===== config.mk =====
export PLATFORM = sky130hd
export DESIGN_NAME = deque_with_pivot_partition
export DESIGN_NICKNAME = d
export VERILOG_FILES = /design/src/rtl/core/deqpp_pkg.sv /design/src/rtl/core/deque_with_pivot_partition.sv
export SDC_FILE = /design/constraint.sdc
export NUM_CORES = 2
export LEC_CHECK = 0
export BUFFER_PORTS_ARGS = -buffer_cell sky130_fd_sc_hd__buf_2
export CAP_MARGIN = 20
export CELL_PAD_IN_SITES_DETAIL_PLACEMENT = 0
export CELL_PAD_IN_SITES_GLOBAL_PLACEMENT = 2
export CORE_MARGIN = 2
export CORE_UTILIZATION = 49
export CTS_CLUSTER_DIAMETER = 30
export DETAILED_ROUTE_END_ITERATION = 7
export GPL_ROUTABILITY_DRIVEN = 0
export GPL_TIMING_DRIVEN = 0
export PLACE_DENSITY_LB_ADDON = 0.1
export SLEW_MARGIN = 10
export SYNTH_ARGS = -nofsm -noshare
export SYNTH_HDL_FRONTEND = slang
export SYNTH_SLANG_ARGS = --single-unit
export TNS_END_PERCENT = 10

===== constraint.sdc =====
create_clock -name i_clk -period 8.6 [get_ports i_clk]
set_input_delay 1.72 -clock i_clk [delete_from_list [all_inputs] [get_ports i_clk]]
set_output_delay 1.72 -clock i_clk [all_outputs]
set_load 0.02 [all_outputs]

===== src/rtl/core/deqpp_pkg.sv =====
package deqpp_pkg;

    localparam int DEPTH_DEF      = 32;
    localparam int DATA_WIDTH_DEF = 32;
    localparam int MAX_RESULTS    = 32;

    localparam int FUNC_W   = 3;
    localparam int ITEM_W   = 32;
    localparam int PIVOT_W  = 5;
    localparam int STATUS_W = 2;

    localparam logic [FUNC_W-1:0] FN_PUSH_FRONT = 3'd0;
    localparam logic [FUNC_W-1:0] FN_PUSH_BACK  = 3'd1;
    localparam logic [FUNC_W-1:0] FN_POP_FRONT  = 3'd2;
    localparam logic [FUNC_W-1:0] FN_POP_BACK   = 3'd3;
    localparam logic [FUNC_W-1:0] FN_PARTITION  = 3'd4;
    localparam logic [FUNC_W-1:0] FN_READOUT    = 3'd5;

    localparam logic [STATUS_W-1:0] ST_OK    = 2'd0;
    localparam logic [STATUS_W-1:0] ST_EMPTY = 2'd1;
    localparam logic [STATUS_W-1:0] ST_FULL  = 2'd2;
    localparam logic [STATUS_W-1:0] ST_RANGE = 2'd3;

    typedef enum logic [3:0] {
        S_IDLE,
        S_POP_OUT,
        S_PV_LATCH,
        S_PART_RD,
        S_PART_CMP,
        S_PART_WR,
        S_SCAN_RD,
        S_SCAN_CMP,
        S_FIX_RD,
        S_FIX_W1,
        S_FIX_W2,
        S_RO_OUT
    } t_state;

endpackage


===== src/rtl/core/deque_with_pivot_partition.sv =====
// Bounded deque of signed values held in one circular memory (two read
// ports, one write port, registered read data).
// Command channel: i_func, i_item_value and i_pivot_index are taken at a rising
// edge where start is high and busy is low. Results leave on o_status,
// o_result_value and o_last, each valid for exactly one cycle while o_strobe
// is high; o_last marks the final result of a command.
// Sequence of each command, from the accepting edge to the strobe:
//   push, error answers, unused codes: result in the cycle after acceptance, busy stays low (1 per cycle).
//   pop: busy in S_POP_OUT for the memory read, then the value is registered out.
//   readout of n elements: one result per cycle once the first read is back,
//   capped at MAX_RESULTS.
//   partition of n elements: pivot read, then per element the Lomuto walk
//   (read, compare, up to two single-port writes), then per element the
//   search for the pivot value (read, compare), and the closing swap (read,
//   two writes). The single write port splits the writes into separate steps.
// Reset empties the deque at once; memory contents are left as they are.
// The receiver cannot stall: every result is on the ports for one cycle only.
module deque_with_pivot_partition #(
    parameter int DEPTH      = deqpp_pkg::DEPTH_DEF,
    parameter int DATA_WIDTH = deqpp_pkg::DATA_WIDTH_DEF
) (
    input  logic                                i_clk,
    input  logic                                i_rst_n,
    input  logic                                start,
    output logic                                busy,
    input  logic [deqpp_pkg::FUNC_W-1:0]        i_func,
    input  logic signed [deqpp_pkg::ITEM_W-1:0] i_item_value,
    input  logic [deqpp_pkg::PIVOT_W-1:0]       i_pivot_index,
    output logic                                o_strobe,
    output logic [deqpp_pkg::STATUS_W-1:0]      o_status,
    output logic signed [deqpp_pkg::ITEM_W-1:0] o_result_value,
    output logic                                o_last
);
    import deqpp_pkg::*;

    localparam int AW = (DEPTH > 1) ? $clog2(DEPTH) : 1;
    localparam int CW = $clog2(DEPTH + 1);

    logic [DATA_WIDTH-1:0] mem [DEPTH];

    t_state                r_state, n_state;
    logic [AW-1:0]         r_front, n_front;
    logic [CW-1:0]         r_count, n_count;
    logic [CW-1:0]         r_z, n_z;
    logic [CW-1:0]         r_region, n_region;
    logic [CW-1:0]         r_lim, n_lim;
    logic [DATA_WIDTH-1:0] r_pivot, n_pivot;
    logic [DATA_WIDTH-1:0] r_rd_a, r_rd_b;
    logic                  r_strobe, n_strobe;
    logic [STATUS_W-1:0]   r_status, n_status;
    logic [ITEM_W-1:0]     r_value, n_value;
    logic                  r_last, n_last;

    logic                  rd_en, we;
    logic [AW-1:0]         addr_a, addr_b, waddr;
    logic [DATA_WIDTH-1:0] wdata;

    logic                  less, equal, z_last, ro_last, is_empty, is_full, pidx_bad;
    logic [CW-1:0]         z_next;
    logic [AW-1:0]         front_dec, front_inc;

    function automatic logic [AW-1:0] slot(input logic [AW-1:0] front,
                                           input logic [CW-1:0] pos);
        logic [CW:0] sum;
        sum = (CW+1)'(front) + (CW+1)'(pos);
        if (sum >= (CW+1)'(DEPTH)) begin
            sum = sum - (CW+1)'(DEPTH);
        end
        return sum[AW-1:0];
    endfunction

    function automatic logic [ITEM_W-1:0] sext(input logic [DATA_WIDTH-1:0] d);
        logic signed [DATA_WIDTH-1:0] s;
        s = d;
        return ITEM_W'(s);
    endfunction

    assign busy     = (r_state != S_IDLE);
    assign less     = $signed(r_rd_a) < $signed(r_pivot);
    assign equal    = (r_rd_a == r_pivot);
    assign z_next   = r_z + CW'(1);
    assign z_last   = (z_next == r_count);
    assign ro_last  = (z_next == r_lim);
    assign is_empty = (r_count == '0);
    assign is_full  = (r_count == CW'(DEPTH));
    assign pidx_bad = (32'(i_pivot_index) >= 32'(r_count));
    assign front_dec = (r_front == '0) ? AW'(DEPTH - 1) : r_front - AW'(1);
    assign front_inc = (r_front == AW'(DEPTH - 1)) ? '0 : r_front + AW'(1);

    // next state
    always_comb begin
        n_state = r_state;
        case (r_state)
            S_IDLE: begin
                if (start) begin
                    case (i_func)
                        FN_POP_FRONT, FN_POP_BACK: begin
                            if (!is_empty) n_state = S_POP_OUT;
                        end
                        FN_PARTITION: begin
                            if (!is_empty && !pidx_bad) n_state = S_PV_LATCH;
                        end
                        FN_READOUT: begin
                            if (!is_empty) n_state = S_RO_OUT;
                        end
                        default: n_state = S_IDLE;
                    endcase
                end
            end
            S_POP_OUT:  n_state = S_IDLE;
            S_PV_LATCH: n_state = S_PART_CMP;
            S_PART_RD:  n_state = S_PART_CMP;
            S_PART_CMP: begin
                if (less) n_state = S_PART_WR;
                else if (z_last) n_state = S_SCAN_RD;
                else n_state = S_PART_RD;
            end
            S_PART_WR:  n_state = z_last ? S_SCAN_RD : S_PART_RD;
            S_SCAN_RD:  n_state = S_SCAN_CMP;
            S_SCAN_CMP: begin
                if (equal) n_state = (r_region < r_count) ? S_FIX_RD : S_IDLE;
                else if (z_last) n_state = S_IDLE;
                else n_state = S_SCAN_RD;
            end
            S_FIX_RD:   n_state = S_FIX_W1;
            S_FIX_W1:   n_state = S_FIX_W2;
            S_FIX_W2:   n_state = S_IDLE;
            S_RO_OUT:   n_state = ro_last ? S_IDLE : S_RO_OUT;
            default:    n_state = S_IDLE;
        endcase
    end

    // datapath and memory controls
    always_comb begin
        n_front  = r_front;
        n_count  = r_count;
        n_z      = r_z;
        n_region = r_region;
        n_lim    = r_lim;
        n_pivot  = r_pivot;
        n_strobe = 1'b0;
        n_status = ST_OK;
        n_value  = '0;
        n_last   = 1'b1;
        rd_en    = 1'b0;
        addr_a   = '0;
        addr_b   = '0;
        we       = 1'b0;
        waddr    = '0;
        wdata    = '0;
        case (r_state)
            S_IDLE: begin
                if (start) begin
                    case (i_func)
                        FN_PUSH_FRONT, FN_PUSH_BACK: begin
                            n_strobe = 1'b1;
                            if (is_full) begin
                                n_status = ST_FULL;
                            end else begin
                                we      = 1'b1;
                                wdata   = i_item_value[DATA_WIDTH-1:0];
                                n_count = r_count + CW'(1);
                                if (i_func == FN_PUSH_FRONT) begin
                                    waddr   = front_dec;
                                    n_front = front_dec;
                                end else begin
                                    waddr = slot(r_front, r_count);
                                end
                            end
                        end
                        FN_POP_FRONT, FN_POP_BACK: begin
                            if (is_empty) begin
                                n_strobe = 1'b1;
                                n_status = ST_EMPTY;
                            end else begin
                                rd_en   = 1'b1;
                                n_count = r_count - CW'(1);
                                if (i_func == FN_POP_FRONT) begin
                                    addr_a  = r_front;
                                    n_front = front_inc;
                                end else begin
                                    addr_a = slot(r_front, r_count - CW'(1));
                                end
                            end
                        end
                        FN_PARTITION: begin
                            if (is_empty) begin
                                n_strobe = 1'b1;
                                n_status = ST_EMPTY;
                            end else if (pidx_bad) begin
                                n_strobe = 1'b1;
                                n_status = ST_RANGE;
                            end else begin
                                rd_en    = 1'b1;
                                addr_a   = slot(r_front, CW'(i_pivot_index));
                                n_z      = '0;
                                n_region = '0;
                            end
                        end
                        FN_READOUT: begin
                            if (is_empty) begin
                                n_strobe = 1'b1;
                                n_status = ST_EMPTY;
                            end else begin
                                rd_en  = 1'b1;
                                addr_a = r_front;
                                n_z    = '0;
                                n_lim  = (32'(r_count) > MAX_RESULTS) ?
                                         CW'(MAX_RESULTS) : r_count;
                            end
                        end
                        default: n_strobe = 1'b1;
                    endcase
                end
            end
            S_POP_OUT: begin
                n_strobe = 1'b1;
                n_value  = sext(r_rd_a);
            end
            S_PV_LATCH: begin
                // pivot arrives; fetch the first element for the walk
                n_pivot = r_rd_a;
                rd_en   = 1'b1;
                addr_a  = slot(r_front, r_z);
                addr_b  = slot(r_front, r_region);
            end
            S_PART_RD: begin
                rd_en  = 1'b1;
                addr_a = slot(r_front, r_z);
                addr_b = slot(r_front, r_region);
            end
            S_PART_CMP: begin
                if (less) begin
                    we    = 1'b1;
                    waddr = slot(r_front, r_region);
                    wdata = r_rd_a;
                end else begin
                    n_z = z_last ? '0 : z_next;
                end
            end
            S_PART_WR: begin
                we       = 1'b1;
                waddr    = slot(r_front, r_z);
                wdata    = r_rd_b;
                n_region = r_region + CW'(1);
                n_z      = z_last ? '0 : z_next;
            end
            S_SCAN_RD: begin
                rd_en  = 1'b1;
                addr_a = slot(r_front, r_z);
            end
            S_SCAN_CMP: begin
                if (equal) begin
                    if (r_region >= r_count) begin
                        n_strobe = 1'b1;
                        n_value  = ITEM_W'(r_region);
                    end
                end else if (z_last) begin
                    // no pivot-valued element left: finish without the swap
                    n_strobe = 1'b1;
                    n_value  = ITEM_W'(r_region);
                end else begin
                    n_z = z_next;
                end
            end
            S_FIX_RD: begin
                rd_en  = 1'b1;
                addr_a = slot(r_front, r_region);
                addr_b = slot(r_front, r_z);
            end
            S_FIX_W1: begin
                we    = 1'b1;
                waddr = slot(r_front, r_region);
                wdata = r_rd_b;
            end
            S_FIX_W2: begin
                we       = 1'b1;
                waddr    = slot(r_front, r_z);
                wdata    = r_rd_a;
                n_strobe = 1'b1;
                n_value  = ITEM_W'(r_region);
            end
            S_RO_OUT: begin
                n_strobe = 1'b1;
                n_value  = sext(r_rd_a);
                n_last   = ro_last;
                if (!ro_last) begin
                    // keep one read in flight to stream a result per cycle
                    n_z    = z_next;
                    rd_en  = 1'b1;
                    addr_a = slot(r_front, z_next);
                end
            end
            default: n_strobe = 1'b0;
        endcase
    end

    always_ff @(posedge i_clk) begin
        if (we) begin
            mem[waddr] <= wdata;
        end
        if (rd_en) begin
            r_rd_a <= mem[addr_a];
            r_rd_b <= mem[addr_b];
        end
    end

    always_ff @(posedge i_clk) begin
        if (!i_rst_n) begin
            r_state  <= S_IDLE;
            r_front  <= '0;
            r_count  <= '0;
            r_strobe <= 1'b0;
        end else begin
            r_state  <= n_state;
            r_front  <= n_front;
            r_count  <= n_count;
            r_strobe <= n_strobe;
        end
    end

    always_ff @(posedge i_clk) begin
        r_z      <= n_z;
        r_region <= n_region;
        r_lim    <= n_lim;
        r_pivot  <= n_pivot;
        r_status <= n_status;
        r_value  <= n_value;
        r_last   <= n_last;
    end

    assign o_strobe       = r_strobe;
    assign o_status       = r_status;
    assign o_result_value = r_value;
    assign o_last         = r_last;

endmodule

==> summary.txt <==
Run status
  – Status: finished clean

CTS
  – Post-CTS Resized: 0
  – Total CTS buffers: about 300
  – H-tree lvl count: 5
  – Root Driver: clkbuf_16
  – Reg clk slew, reported paths: about 0.050 ns
  – Post CTS Setup Buffer Count: 0
  – CTS tree: built
  – Clk sink count: 1,189
  – Worst-skew pair later-pin latency: around 0.9 ns
  – Hold_buf cts: 0
  – CTS Buffer Depth: 4

Placed design
  – Placed inst area: between 0.06 and 0.07 mm^2
  – # port buffers: between 70 and 80
  – Post-DP HPWL: 158 mm
  – Placed cells: 5,986
  – Pre-CTS WS: roughly 0.53 ns

STA
  – Hold WS: around 0.57 ns
  – Final hold viol count: 0
  – Final setup TNS: 0 ns
  – Final Critical Period: around 7.5 ns
  – Slack of the critical path: 1.08 ns
  – Fmax: 0.133 GHz
  – RSZ-0062 raised after global routing: no
  – Fin Clk Skew: 0.0550 ns
  – Max-slew violation count: 0
  – Crit share post-route: 0.874
  – Setup-failing EPs final: 0
  – Tightest Pin Transition: 1.39 ns
  – Slew margin rel.: 0.0762

Route
  – Wire per inst: 33.2 um
  – Drt pass-1 iters: 6
  – Drt initial violations: around 6,700
  – Drt drc: 0
  – Total Routed Length: roughly 220 mm
  – Avg Vias per Cell: ~6.4
  – DR vias: 41,900
  – Antenna viol nets, final: 0

Floorplan
  – Die Y: 345 um
  – Rows: 125
  – Die X: 345 um
  – Core box area: 0.116 mm^2
  – # IOs: 80
  – Die area: 0.119 mm^2
  – Starting Density: 0.493

Worst hold path
  – Hold endpoint: o_result_value[5]
  – Hold Startpoint: r_region[5]
  – Hold Path Class: flop to flop
  – Hold Crit Depth: 1

Yosys
  – Mapped Cells: roughly 4,200
  – Yosys cell types: between 70 and 80
  – Syn avg cell area: 13.5 um^2
  – Synth Cell Area: 0.0571 mm^2
  – Async SR Flop Fraction: 0
  – Number of synthesized flops with an enable pin: about 1,100
  – Sequential element share of the synthesized area: 0.616
  – Post-Syn Nets: approximately 4,400
  – FF+latch count, synth: 1,189
  – Syn. warnings: 0
  – Most used DFF post-synth: edfxtp_1

Power
  – Lkg Pwr: ~27 nW
  – Logic gate share of total power: 0.106
  – Worst vdd ir: ~0.00023 V
  – Clock power share: 0.553
  – Net Sw Power: 4.78 mW
  – Total power: 19.3 mW
  – Pint: 14.5 mW
  – PD cells: 272 mW/mm^2
  – Power share of the sequential group: 0.341
  – Sw frac: 0.247

Worst setup path
  – Largest fanout on the critical path: 10
  – Critical path endpoint category: flop
  – R2r endpoint: r_rd_a[24]
  – Slowest-stage cell, CP: nand2_1
  – Worst path max stage delay: 0.96 ns
  – Most used cell, CP: clkbuf_1
  – R2r setup slk: between 1 and 1.5 ns
  – Reg2Reg Depth: 15
  – Setup CP Type: input pin to flop
  – Crit path buf inv count: 4
  – FF-to-FF Start: r_count[3]
  – Data arrival, critical path: 8.11 ns
  – Setup crit start kind: input pin
  – Critical-path cell list: buf_2, inv_1, ha_1, clkbuf_1, nor4bb_1, or2_2, a22o_1, a22oi_1, o211ai_2, nor2_1, nand2_1, clkbuf_1, o22ai_1, or4_1, a21oi_1, nor3_1
  – CP delay by family, top: simple AND/OR/NAND/NOR gates
  – Critical Path RT: just over 9 ns

Layout
  – Core Util, Final: 0.612
  – Fin nets: just under 5,000
  – Share of cells above drive strength 1: 0.208
  – Sequential cell area: 0.0352 mm^2
  – Area Overhead vs Synth: 24.2%
  – Multi-input gate area: 0.0206 mm^2
  – Filler cells: between 9,000 and 10,000
  – Finished Cell Area: around 0.071 mm^2
  – Layout Cells excl Fill: around 6,500

Job
  – Max cap viols: 0

Global route
  – Total track usage: 0.361
  – Pin count of the biggest net entering global routing: 33
  – Grt total ovfl: 0
  – Vias in the first global route: between 40,000 and 50,000
  – First-pass GRT wire length: 302 mm
  – Initial antenna violation count: 7
-- cell usage in the layout, fill, tap and decap left out, types with 36 or more instances in the layout --
cell / netlist / routed
edfxtp_1: 1138 / 1138
nand2_1: 754 / 754
nand3_1: 315 / 315
mux2i_1: 303 / 303
clkbuf_16: 0 / 300
mux4_2: 256 / 256
clkbuf_1: 183 / 227
a21oi_1: 194 / 194
o21ai_0: 126 / 126
buf_2: 37 / 123
o22ai_1: 117 / 117
inv_1: 92 / 92
buf_4: 15 / 90
ha_1: 79 / 79
nor2_1: 70 / 61
or4_1: 60 / 60
dfxtp_1: 51 / 51
buf_6: 4 / 47
clkinv_2: 0 / 47
buf_1: 50 / 43
clkinv_1: 1 / 43
nor3_1: 52 / 39
xnor2_1: 38 / 38
bufinv_16: 0 / 36
-- metal layers --
| metal | part of all wire | track usage |
|---|---|---|
| met2 | 0.45 | 0.556 |
| met4 | 0.062 | 0.200 |
| met1 | 0.37 | 0.467 |
| met3 | 0.12 | 0.0941 |
| met5 | 0.00022 | 0 |
-- cells in the mapped netlist, types with 9 or more instances --
cell type     n  area share
a22oi_1      11      0.0014
dfxtp_1      51       0.018
a31oi_1      13      0.0014
nor2b_1       9     0.00099
nand2b_1     10      0.0011
xor2_1       15      0.0023
or2_2         9     0.00099
o22ai_1     117       0.013
a311oi_1      9      0.0014
inv_1        92      0.0060
buf_1        50      0.0033
nor3b_1      16      0.0021
a21o_1       25      0.0033
nand2_1     754       0.050
or4_1        60      0.0079
and2_1       31      0.0034
buf_2        37      0.0032
a21oi_1     194       0.017
mux4_2      256        0.10
buf_4        15      0.0020
nor2_1       70      0.0046
mux2i_1     303       0.053
a222oi_1     35      0.0061
nand3_1     315       0.028
xnor2_1      38      0.0058
nor3_1       52      0.0046
nand4_1      11      0.0012
o21ai_0     126       0.011
ha_1         79       0.017
and3_1       18      0.0020
clkbuf_1    183       0.012
edfxtp_1   1138        0.60
a22o_1        9      0.0014
-- power groups by stage --
stage / Clock (mW) / Sequential, mW / Combinational [mW]
6_report: 10.7 / 6.59 / 2.04
5_1_grt: 11.0 / 6.59 / 2.13
4_1_cts: 10.7 / 6.59 / 1.98
3_5_place_dp: 0 / 6.68 / 1.97
3_3_place_gp: 0 / 6.70 / 1.91
2_1_floorplan: 0 / 6.64 / 1.15
-- worst max-delay path by stage --
| stage | from | endpoint | slack (ns) | cells past startpoint |
|---|---|---|---|---|
| 2_1_floorplan | i_func[1] | mem[19][0] | 2.24 | 9 |
| 3_3_place_gp | i_func[1] | mem[3][9] | -2.37 | 12 |
| 3_5_place_dp | i_pivot_index[4] | r_rd_a[24] | 0.53 | 14 |
| 4_1_cts | r_count[3] | r_rd_a[24] | 1.38 | 15 |
| 5_1_grt | i_func[2] | r_rd_a[23] | 0.88 | 16 |
| 6_report | i_func[2] | r_rd_a[24] | 1.08 | 16 |
-- cells by family (layout without fill, tap and decap cells) --
family	after synthesis	count (layout)	synth area share
compound gates	598	598	0.0649
mux	559	559	0.154
fa+ha+maj	85	85	0.0194
other cells	0	3	0
flops	1189	1189	0.616
xor+xnor	56	56	0.00933
buf+inv	382	1128	0.0274
simple gates	1373	1373	0.109
-- flip-flops by register name (all words and copies together) (netlist names) --
signal          cells
o_status            2
r_z                 6
r_front             5
r_rd_b             32
r_pivot            32
mem              1024
o_strobe            1
r_state             4
r_count             6
o_last              1
r_rd_a             32
r_region            6
o_result_value     32
r_lim               6
-- worst register-to-register path: stages, from the launching register on --
cell and delay [ns]:
dfxtp_1 0.33, clkbuf_1 0.28, clkinv_1 0.35, ha_1 0.28, or2_2 0.28, a211o_1 0.25, a31oi_1 0.60, a22oi_1 0.26
o211ai_2 0.79, nor2_1 0.32, nand2_1 0.96, clkbuf_1 0.92, o22ai_1 0.19, or4_1 0.75, a21oi_1 0.50, nor3_1 0.13
-- layout make-up --
type                            count  area share
Tap cell                         1524      0.0269
Antenna cell                        3    0.000106
Clock inverter                    164      0.0253
Sequential cell                  1189       0.496
Buffer                            289      0.0173
Multi-Input combinational cell   2671       0.290
Timing Repair Buffer              235      0.0307
Inverter                           93     0.00492
Clock buffer                      347       0.109
Power figures use the tool's default switching activity.
